## src/hdl/ffra_pkg.sv

```systemverilog
package ffra_pkg;

	localparam int SLOT_W = 16;
	localparam int LEN_W = 17;
	localparam int SUM_W = 18;
	localparam int STATUS_W = 3;
	localparam int TDATA_W = 40;

	localparam logic [LEN_W-1:0] MAX_CAP = 17'h10000;

	localparam logic OP_RESERVE = 1'b0;
	localparam logic OP_RELEASE = 1'b1;

	typedef enum logic [STATUS_W-1:0] {
		STS_OK      = 3'd0,
		STS_NO_FIT  = 3'd1,
		STS_BAD_REL = 3'd2,
		STS_ZERO    = 3'd3,
		STS_FULL    = 3'd4
	} status_t;

	typedef struct packed {
		logic [SLOT_W-1:0] start;
		logic [LEN_W-1:0]  len;
	} range_t;

	typedef enum logic [2:0] {
		TBL_NOP   = 3'd0,
		TBL_READ  = 3'd1,
		TBL_WRITE = 3'd2,
		TBL_DEL   = 3'd3,
		TBL_INS   = 3'd4,
		TBL_INIT  = 3'd5,
		TBL_CLEAR = 3'd6
	} tbl_op_t;

	typedef struct packed {
		tbl_op_t op;
		range_t  data;
	} tbl_cmd_t;

	typedef struct packed {
		range_t rdata;
		logic   busy;
	} tbl_stat_t;

endpackage

```

## src/hdl/ffra_ctrl.sv

```systemverilog
module ffra_ctrl import ffra_pkg::*; #(
	parameter int MAX_RANGES = 64,
	localparam int CNT_W = $clog2(MAX_RANGES + 1),
	localparam int TOT_W = CNT_W + 2
) (
	input  logic               clk,
	input  logic               arst_n,
	input  logic               s_tvalid,
	output logic               s_tready,
	input  logic               s_tuser,
	input  logic [SLOT_W-1:0]  in_start,
	input  logic [LEN_W-1:0]   in_count,
	output logic               m_tvalid,
	input  logic               m_tready,
	output logic [STATUS_W-1:0] out_status,
	output logic [SLOT_W-1:0]  out_granted,
	output logic [LEN_W-1:0]   out_in_use,
	input  logic               cfg_we,
	input  logic [LEN_W-1:0]   cfg_data,
	output tbl_cmd_t           free_cmd,
	output logic [CNT_W-1:0]   free_addr,
	input  tbl_stat_t          free_stat,
	input  logic [CNT_W-1:0]   free_cnt,
	output tbl_cmd_t           used_cmd,
	output logic [CNT_W-1:0]   used_addr,
	input  tbl_stat_t          used_stat,
	input  logic [CNT_W-1:0]   used_cnt
);

	typedef enum logic [13:0] {
		CS_INIT     = 14'b00000000000001,
		CS_IDLE     = 14'b00000000000010,
		CS_SCANA_RD = 14'b00000000000100,
		CS_SCANA_CK = 14'b00000000001000,
		CS_SCANB_RD = 14'b00000000010000,
		CS_SCANB_CK = 14'b00000000100000,
		CS_PLAN     = 14'b00000001000000,
		CS_APA      = 14'b00000010000000,
		CS_APA2     = 14'b00000100000000,
		CS_WAITA    = 14'b00001000000000,
		CS_APB      = 14'b00010000000000,
		CS_APB2     = 14'b00100000000000,
		CS_WAITB    = 14'b01000000000000,
		CS_DONE     = 14'b10000000000000
	} cs_state_t;

	cs_state_t         state_q;
	logic [LEN_W-1:0]  cap_q;
	logic              op_q;
	logic [SLOT_W-1:0] s_q;
	logic [LEN_W-1:0]  n_q;
	logic [CNT_W-1:0]  idx_q;
	logic [CNT_W-1:0]  hit_idx_q;
	logic [SLOT_W-1:0] hit_start_q;
	logic [LEN_W-1:0]  before_q;
	logic [LEN_W-1:0]  after_q;
	logic              del_a_q;
	logic              split_a_q;
	range_t            prev_q;
	range_t            next_q;
	logic              have_prev_q;
	logic              mn_q;
	logic              mp_q;
	status_t           res_status_q;
	logic [SLOT_W-1:0] res_granted_q;
	logic [LEN_W-1:0]  used_total_q;
	logic              m_tvalid_q;
	logic [STATUS_W-1:0] out_status_q;
	logic [SLOT_W-1:0] out_granted_q;
	logic [LEN_W-1:0]  out_in_use_q;

	tbl_stat_t         a_stat;
	tbl_stat_t         b_stat;
	logic [CNT_W-1:0]  a_cnt;
	logic [CNT_W-1:0]  b_cnt;
	tbl_cmd_t          a_cmd;
	tbl_cmd_t          b_cmd;
	logic [CNT_W-1:0]  a_addr;
	logic [CNT_W-1:0]  b_addr;

	range_t            ea;
	logic [SUM_W-1:0]  ea_end;
	logic [SUM_W-1:0]  req_end;
	logic              a_hit;
	logic              rel_fits;
	logic [SLOT_W-1:0] base_s;
	logic [LEN_W-1:0]  before_c;
	logic [LEN_W-1:0]  after_c;
	logic              mp_c;
	logic [TOT_W-1:0]  tot;
	logic [TOT_W-1:0]  t1;
	logic [TOT_W-1:0]  t2;
	logic              full_c;
	logic [SLOT_W-1:0] split_start;
	logic [LEN_W-1:0]  cfg_sat;
	logic              out_free;

	assign a_stat = (op_q == OP_RELEASE) ? used_stat : free_stat;
	assign b_stat = (op_q == OP_RELEASE) ? free_stat : used_stat;
	assign a_cnt = (op_q == OP_RELEASE) ? used_cnt : free_cnt;
	assign b_cnt = (op_q == OP_RELEASE) ? free_cnt : used_cnt;

	assign ea = a_stat.rdata;
	assign ea_end = SUM_W'(ea.start) + SUM_W'(ea.len);
	assign req_end = SUM_W'(s_q) + SUM_W'(n_q);
	assign a_hit = (op_q == OP_RESERVE) ? (ea.len >= n_q)
		: ((s_q >= ea.start) && (SUM_W'(s_q) < ea_end));
	assign rel_fits = req_end <= ea_end;
	assign base_s = (op_q == OP_RESERVE) ? ea.start : s_q;
	assign before_c = (op_q == OP_RESERVE) ? '0 : LEN_W'(s_q - ea.start);
	assign after_c = LEN_W'(ea_end - (SUM_W'(base_s) + SUM_W'(n_q)));

	assign mp_c = have_prev_q
		&& (SUM_W'(prev_q.start) + SUM_W'(prev_q.len) == SUM_W'(s_q));
	assign tot = TOT_W'(free_cnt) + TOT_W'(used_cnt);
	assign t1 = tot + TOT_W'(split_a_q) - TOT_W'(del_a_q);
	assign t2 = t1 + TOT_W'(!mp_c && !mn_q) - TOT_W'(mp_c && mn_q);
	assign full_c = (t1 > TOT_W'(MAX_RANGES)) || (t2 > TOT_W'(MAX_RANGES));
	assign split_start = SLOT_W'(req_end);

	assign cfg_sat = (cfg_data > MAX_CAP) ? MAX_CAP : cfg_data;
	assign out_free = !m_tvalid_q || m_tready;

	always_comb begin
		a_cmd.op = TBL_NOP;
		a_cmd.data = '0;
		a_addr = hit_idx_q;
		b_cmd.op = TBL_NOP;
		b_cmd.data = '0;
		b_addr = idx_q;
		case (state_q)
			CS_SCANA_RD: begin
				a_addr = idx_q;
				if (idx_q < a_cnt) begin
					a_cmd.op = TBL_READ;
				end
			end
			CS_SCANB_RD: begin
				if (idx_q < b_cnt) begin
					b_cmd.op = TBL_READ;
				end
			end
			CS_APA: begin
				if (del_a_q) begin
					a_cmd.op = TBL_DEL;
				end else if (before_q == '0) begin
					a_cmd.op = TBL_WRITE;
					a_cmd.data = '{start: split_start, len: after_q};
				end else begin
					a_cmd.op = TBL_WRITE;
					a_cmd.data = '{start: hit_start_q, len: before_q};
				end
			end
			CS_APA2: begin
				a_cmd.op = TBL_INS;
				a_addr = hit_idx_q + CNT_W'(1);
				a_cmd.data = '{start: split_start, len: after_q};
			end
			CS_APB: begin
				if (mp_q) begin
					b_cmd.op = TBL_WRITE;
					b_addr = idx_q - CNT_W'(1);
					b_cmd.data.start = prev_q.start;
					b_cmd.data.len = mn_q ? (prev_q.len + n_q + next_q.len)
						: (prev_q.len + n_q);
				end else if (mn_q) begin
					b_cmd.op = TBL_WRITE;
					b_cmd.data = '{start: next_q.start - SLOT_W'(n_q),
						len: next_q.len + n_q};
				end else begin
					b_cmd.op = TBL_INS;
					b_cmd.data = '{start: s_q, len: n_q};
				end
			end
			CS_APB2: b_cmd.op = TBL_DEL;
			default: ;
		endcase
	end

	always_comb begin
		free_cmd = (op_q == OP_RELEASE) ? b_cmd : a_cmd;
		free_addr = (op_q == OP_RELEASE) ? b_addr : a_addr;
		used_cmd = (op_q == OP_RELEASE) ? a_cmd : b_cmd;
		used_addr = (op_q == OP_RELEASE) ? a_addr : b_addr;
		if (state_q == CS_INIT) begin
			free_cmd.op = TBL_INIT;
			free_cmd.data = '{start: '0, len: cap_q};
			free_addr = '0;
			used_cmd.op = TBL_CLEAR;
			used_cmd.data = '0;
			used_addr = '0;
		end
	end

	assign s_tready = (state_q == CS_IDLE);

	always_ff @(posedge clk or negedge arst_n) begin
		if (!arst_n) begin
			state_q <= CS_INIT;
			cap_q <= MAX_CAP;
			op_q <= OP_RESERVE;
			idx_q <= '0;
			hit_idx_q <= '0;
			del_a_q <= 1'b0;
			split_a_q <= 1'b0;
			have_prev_q <= 1'b0;
			mn_q <= 1'b0;
			mp_q <= 1'b0;
			used_total_q <= '0;
			m_tvalid_q <= 1'b0;
		end else begin
			if (m_tvalid_q && m_tready) begin
				m_tvalid_q <= 1'b0;
			end
			case (state_q)
				CS_INIT: begin
					used_total_q <= '0;
					state_q <= CS_IDLE;
				end
				CS_IDLE: begin
					if (s_tvalid) begin
						op_q <= s_tuser;
						idx_q <= '0;
						have_prev_q <= 1'b0;
						state_q <= (in_count == '0) ? CS_DONE : CS_SCANA_RD;
					end
				end
				CS_SCANA_RD: begin
					state_q <= (idx_q < a_cnt) ? CS_SCANA_CK : CS_DONE;
				end
				CS_SCANA_CK: begin
					if (!a_hit) begin
						idx_q <= idx_q + CNT_W'(1);
						state_q <= CS_SCANA_RD;
					end else if (op_q == OP_RELEASE && !rel_fits) begin
						state_q <= CS_DONE;
					end else begin
						hit_idx_q <= idx_q;
						del_a_q <= (before_c == '0) && (after_c == '0);
						split_a_q <= (before_c != '0) && (after_c != '0);
						idx_q <= '0;
						state_q <= CS_SCANB_RD;
					end
				end
				CS_SCANB_RD: begin
					if (idx_q < b_cnt) begin
						state_q <= CS_SCANB_CK;
					end else begin
						mn_q <= 1'b0;
						state_q <= CS_PLAN;
					end
				end
				CS_SCANB_CK: begin
					if (b_stat.rdata.start < s_q) begin
						have_prev_q <= 1'b1;
						idx_q <= idx_q + CNT_W'(1);
						state_q <= CS_SCANB_RD;
					end else begin
						mn_q <= (req_end == SUM_W'(b_stat.rdata.start));
						state_q <= CS_PLAN;
					end
				end
				CS_PLAN: begin
					mp_q <= mp_c;
					state_q <= full_c ? CS_DONE : CS_APA;
				end
				CS_APA: state_q <= split_a_q ? CS_APA2 : CS_WAITA;
				CS_APA2: state_q <= CS_WAITA;
				CS_WAITA: begin
					if (!a_stat.busy) begin
						state_q <= CS_APB;
					end
				end
				CS_APB: state_q <= (mp_q && mn_q) ? CS_APB2 : CS_WAITB;
				CS_APB2: state_q <= CS_WAITB;
				CS_WAITB: begin
					if (!b_stat.busy) begin
						if (op_q == OP_RESERVE) begin
							used_total_q <= used_total_q + n_q;
						end else begin
							used_total_q <= (used_total_q >= n_q) ? (used_total_q - n_q) : '0;
						end
						state_q <= CS_DONE;
					end
				end
				CS_DONE: begin
					if (out_free) begin
						m_tvalid_q <= 1'b1;
						state_q <= CS_IDLE;
					end
				end
				default: state_q <= CS_INIT;
			endcase
			if (cfg_we) begin
				cap_q <= cfg_sat;
				state_q <= CS_INIT;
			end
		end
	end

	always_ff @(posedge clk) begin
		case (state_q)
			CS_IDLE: begin
				s_q <= in_start;
				n_q <= in_count;
				res_granted_q <= '0;
				res_status_q <= (in_count == '0) ? STS_ZERO : STS_OK;
			end
			CS_SCANA_RD: begin
				if (idx_q >= a_cnt) begin
					res_status_q <= (op_q == OP_RESERVE) ? STS_NO_FIT : STS_BAD_REL;
				end
			end
			CS_SCANA_CK: begin
				if (a_hit && op_q == OP_RELEASE && !rel_fits) begin
					res_status_q <= STS_BAD_REL;
				end
				if (a_hit) begin
					s_q <= base_s;
					hit_start_q <= ea.start;
					before_q <= before_c;
					after_q <= after_c;
				end
			end
			CS_SCANB_CK: begin
				if (b_stat.rdata.start < s_q) begin
					prev_q <= b_stat.rdata;
				end else begin
					next_q <= b_stat.rdata;
				end
			end
			CS_PLAN: begin
				if (full_c) begin
					res_status_q <= STS_FULL;
				end
			end
			CS_WAITB: begin
				if (op_q == OP_RESERVE) begin
					res_granted_q <= s_q;
				end
			end
			CS_DONE: begin
				if (out_free) begin
					out_status_q <= res_status_q;
					out_granted_q <= res_granted_q;
					out_in_use_q <= used_total_q;
				end
			end
			default: ;
		endcase
	end

	assign m_tvalid = m_tvalid_q;
	assign out_status = out_status_q;
	assign out_granted = out_granted_q;
	assign out_in_use = out_in_use_q;

endmodule

```

## config.mk

```make
export PLATFORM = sky130hd
export DESIGN_NAME = ffra_ctrl
export DESIGN_NICKNAME = d
export VERILOG_FILES = /design/src/hdl/ffra_pkg.sv /design/src/hdl/ffra_ctrl.sv
export SDC_FILE = /design/constraint.sdc
export NUM_CORES = 1
export LEC_CHECK = 0
export BUFFER_PORTS_ARGS = -buffer_cell sky130_fd_sc_hd__buf_2
export CAP_MARGIN = 20
export CORE_ASPECT_RATIO = 2
export CORE_MARGIN = 2
export CORE_UTILIZATION = 52
export CTS_BUF_LIST = sky130_fd_sc_hd__clkbuf_16
export CTS_CLUSTER_SIZE = 20
export DETAILED_ROUTE_END_ITERATION = 6
export PLACE_DENSITY = 0.78
export SETUP_SLACK_MARGIN = 0.4
export SYNTH_ARGS = -nofsm -noshare
export SYNTH_HDL_FRONTEND = slang
export SYNTH_SLANG_ARGS = --single-unit
```

## constraint.sdc

```tcl
create_clock -name clk -period 9.7 [get_ports clk]
set_clock_uncertainty 0.15 [all_clocks]
set_input_delay 1.455 -clock clk [delete_from_list [all_inputs] [get_ports clk]]
set_output_delay 1.455 -clock clk [all_outputs]
set_load 0.1 [all_outputs]
```

==> flow_summary_export.csv <==
group,metric,value,unit
clocking,cts_buffers,28,
routing,wl,102.0,mm
final_layout,drive_above_1_share,16.14,%
critical_path,worst-path-max-fanout,9,
final_layout,antenna_cells,0,
clocking,clock_sinks,273,
timing,worstMarginPinSlew,1215,ps
timing,fin_crit_sh,82.96,%
yosys,ys_seq_area_share,31.41,%
yosys,synth_edf_count,204,
clocking,cts_htree_levels,1,
critical_path,path_delay_family,"compound AO/OA/AOI/OAI gates",
final_layout,post-route-cell-area,27950,sq um
yosys,ys_ff_latch,273,
timing,max_clock_freq,124.3,MHz
die,initial_utilization,52.64,%
yosys,synth.avg_cell_area,9.170,sq um
routing,ant_nets,0,
power,power_density,326.0,nW/um^2
hold_path,holdCritStartpoint,"res_granted_q[4]$_SDFFCE_PN0P_",
yosys,synth_ff_type,"edfxtp_1",
yosys,ys_async_sr_fraction,25.27,%
placed_design,finalWeightedCongestion,1.034,
timing,max-slew-margin-rel,18.48,%
critical_path,startpoint_type,"flip-flop",
yosys,synth_top_area_share,24.50,%
job,max-cap-violations,0,
final_layout,area_growth,11.77,%
power,vdd_drop_max,367.9,uV
placed_design,place_area,27040,sq um
clocking,clk_latency,600,ps
critical_path,slowest_stage,"edfxtp_1",
die,fp.dieH,314.1,um
clocking,cts_tree,"done",
clocking,clkTransAtPathRegs,70,ps
status,violations,"DRC",
final_layout,layout.nets,3408,
power,p_leak,12.29,nW
critical_path,cp-end-kind,"output port",
die,coreArea,47510,sq um
timing,finalSetupViolations,0,
die,num_io_pins,262,
die,die_area,49960,sq um
power,finalPower,0.009110,W
global_routing,grt_first_pass_wirelength,146.9,mm
yosys,synth_cell_type_count,86,
final_layout,fin_cells,3612,
yosys,yosys_warnings,0,
placed_design,portBuffers,261,
critical_path,required,8100,ps
critical_path,cpPeakStageDelay,690,ps
routing,wl_per_cell,28.24,um
clocking,post-cts-setup-buffers,0,
yosys,synth_area,25010,sq um
placed_design,dp_cells,3559,
routing,drt_iter0_drc,1969,
clocking,ctsResizeCount,0,
critical_path,worst-path-buf-inv,1,
global_routing,antenna_found_initial,0,
timing,drv_slew,0,
global_routing,grt_max_degree,66,
critical_path,rr_startpoint,"op_q$_DFFE_PN0P_",
routing,viasPerCell,6.459,
timing,min_period,8048,ps
timing,finalHoldViolCount,0,
timing,tns,0,ps
clocking,ctsHoldBuffers,0,
global_routing,globalRoute.totalOverflow,0,
hold_path,hp-class,"reg -> reg",
routing,drt_pass1_iterations,7,
yosys,synth_cells,2727,
clocking,clockBufferDepth,3,
routing,drcViolationCount,6,
timing,rsz0062_at_grt,"false",
placed_design,dp_hpwl,83.43,mm
critical_path,path_cells,"ha_1, fa_1, a211oi_1, nor2_1, o21ai_0, o21bai_1, xor2_1, ha_1, and3_1, a21oi_1, nand3b_1, a21o_1, a31oi_1, xor2_1, mux4_2, o31ai_1, buf_2",
clocking,cts-root-buf,"clkbuf_16",
yosys,netlist_top_cells_area,"edfxtp_1 24%, ha_1 14%, dfrtp_1 6.7%",
global_routing,gr-usage-all-layers,39.91,%
critical_path,crit_type,"reg -> out",
routing,vias,23330,
yosys,syn-num-nets,3177,
die,num_rows,113,
critical_path,critPathLaunch,"n_q[0]$_DFFE_PP_",
status,status,"finished with violations",
die,die_x,159.1,um
global_routing,grt_pass1_vias,23330,
critical_path,cp.arrival,6440,ps
yosys,synth_largest_area_cell,"edfxtp_1",
==> worst reg2reg max path: stages (launching register included) <==
cell and delay [ps]:
dfrtp_4 690, buf_4 720, nand2_1 100, and2_1 250
inv_1 150, ha_1 260, a211oi_1 240, o21a_1 270
o21ai_0 240, and2_1 280, a21o_1 200, a21oi_1 180
xor2_1 420, ha_1 350, a21o_1 170, a21o_1 180
a21o_1 170, a21o_1 180, a221o_1 350, nand3b_1 320
a31oi_1 320, nor3_2 690, nor2_1 90, a31o_2 230
==> metrics by stage <==
stage | hold slack, ps | setup WS, ps | utilization, %
after detailed placement | 256.3 | 1973 | 56.91
final | 269.4 | 1652 | 58.83
after global placement | 254.6 | 1995 | 56.88
after floorplan | 250.3 | 1397 | -
after CTS | 271.4 | 1738 | 58.80
after global routing | 279.4 | 1531 | 58.83
==> placed cells by master, fill, tap and decap left out, types with 54 or more instances in the layout <==
| cell type | n |
|---|---|
| nor2_1 | 208 |
| a21oi_1 | 175 |
| xor2_1 | 54 |
| nand2_1 | 205 |
| edfxtp_1 | 204 |
| o21ai_0 | 161 |
| a21o_1 | 95 |
| ha_1 | 283 |
| buf_2 | 261 |
| xnor2_1 | 113 |
| inv_1 | 218 |
| dfrtp_1 | 65 |
| mux2_2 | 76 |
| nor3_1 | 61 |
==> logic make-up after synthesis <==
| family | synth area share [%] |
|---|---|
| buffers and inverters | 4.789 |
| AND/OR/NAND/NOR | 15.54 |
| AO/OA/AOI/OAI | 20.38 |
| multiplexers | 5.544 |
| adder cells (fa/ha/maj) | 16.48 |
| XOR/XNOR | 5.849 |
| flip-flops | 31.41 |
==> per-layer routing <==
layer | GRT usage [%] | routed length (um)
met1 | 39.76 | 33250
met2 | 72.39 | 51630
met3 | 4.427 | 5732
met4 | 36.57 | 11390
met5 | 0 | 0
==> synth_stat cells (all sizes together) (17+ instances only) <==
cell type  count
and2          32
a22o          34
a21o          95
xnor2        113
and3          25
clkbuf        80
o21bai        19
nand4         26
nor2         210
nor4          30
nor3          63
xor2          54
o21ai        163
inv          214
fa            29
mux2          78
edfxtp       204
a211oi        49
nor2b         27
o211ai        24
nand2        205
ha           283
nand2b        26
o21a          29
mux2i         32
nand3         49
dfrtp         67
buf           17
a221oi        19
a21oi        177
==> cell type report <==
| cell class | instances | area, sq um |
|---|---|---|
| Multi-Input combinational cell | 2140 | 15990 |
| Inverter | 217 | 815.8 |
| Timing Repair Buffer | 298 | 1592 |
| Clock buffer | 28 | 700.7 |
| Tap cell | 632 | 790.8 |
| Clock inverter | 24 | 195.2 |
| Fill cell | 4290 | 19560 |
| Sequential cell | 273 | 7860 |
==> power breakdown <==
part	switching (W)	internal [W]
Sequential	0.0000997	0.00148
Clock	0.000520	0.000583
Combinational	0.00437	0.00206
==> flip-flops by register name, summed over array words and instances (netlist names), 17 cells and up <==
register and cells:
used_total_q 17, after_q 17, cap_q 17, prev_q 33
before_q 17, n_q 17, next_q 33, out_in_use 17
==> path summary, 6_finish.rpt <==
check                                      endpoint  slack (ps)  cells past startpoint
hold reg to reg            out_granted[4]$_DFFE_PP_         270                      0
setup / recovery                       used_cmd[13]        1650                     17
min in group asynchronous      cap_q[8]$_DFFE_PN0P_         680                      1
max in group asynchronous          mn_q$_DFFE_PN0P_        7490                      2
hold / removal             out_granted[4]$_DFFE_PP_         270                      0
setup reg to reg              split_a_q$_DFFE_PN0P_        2370                     23
Power figures use the tool's default switching activity.
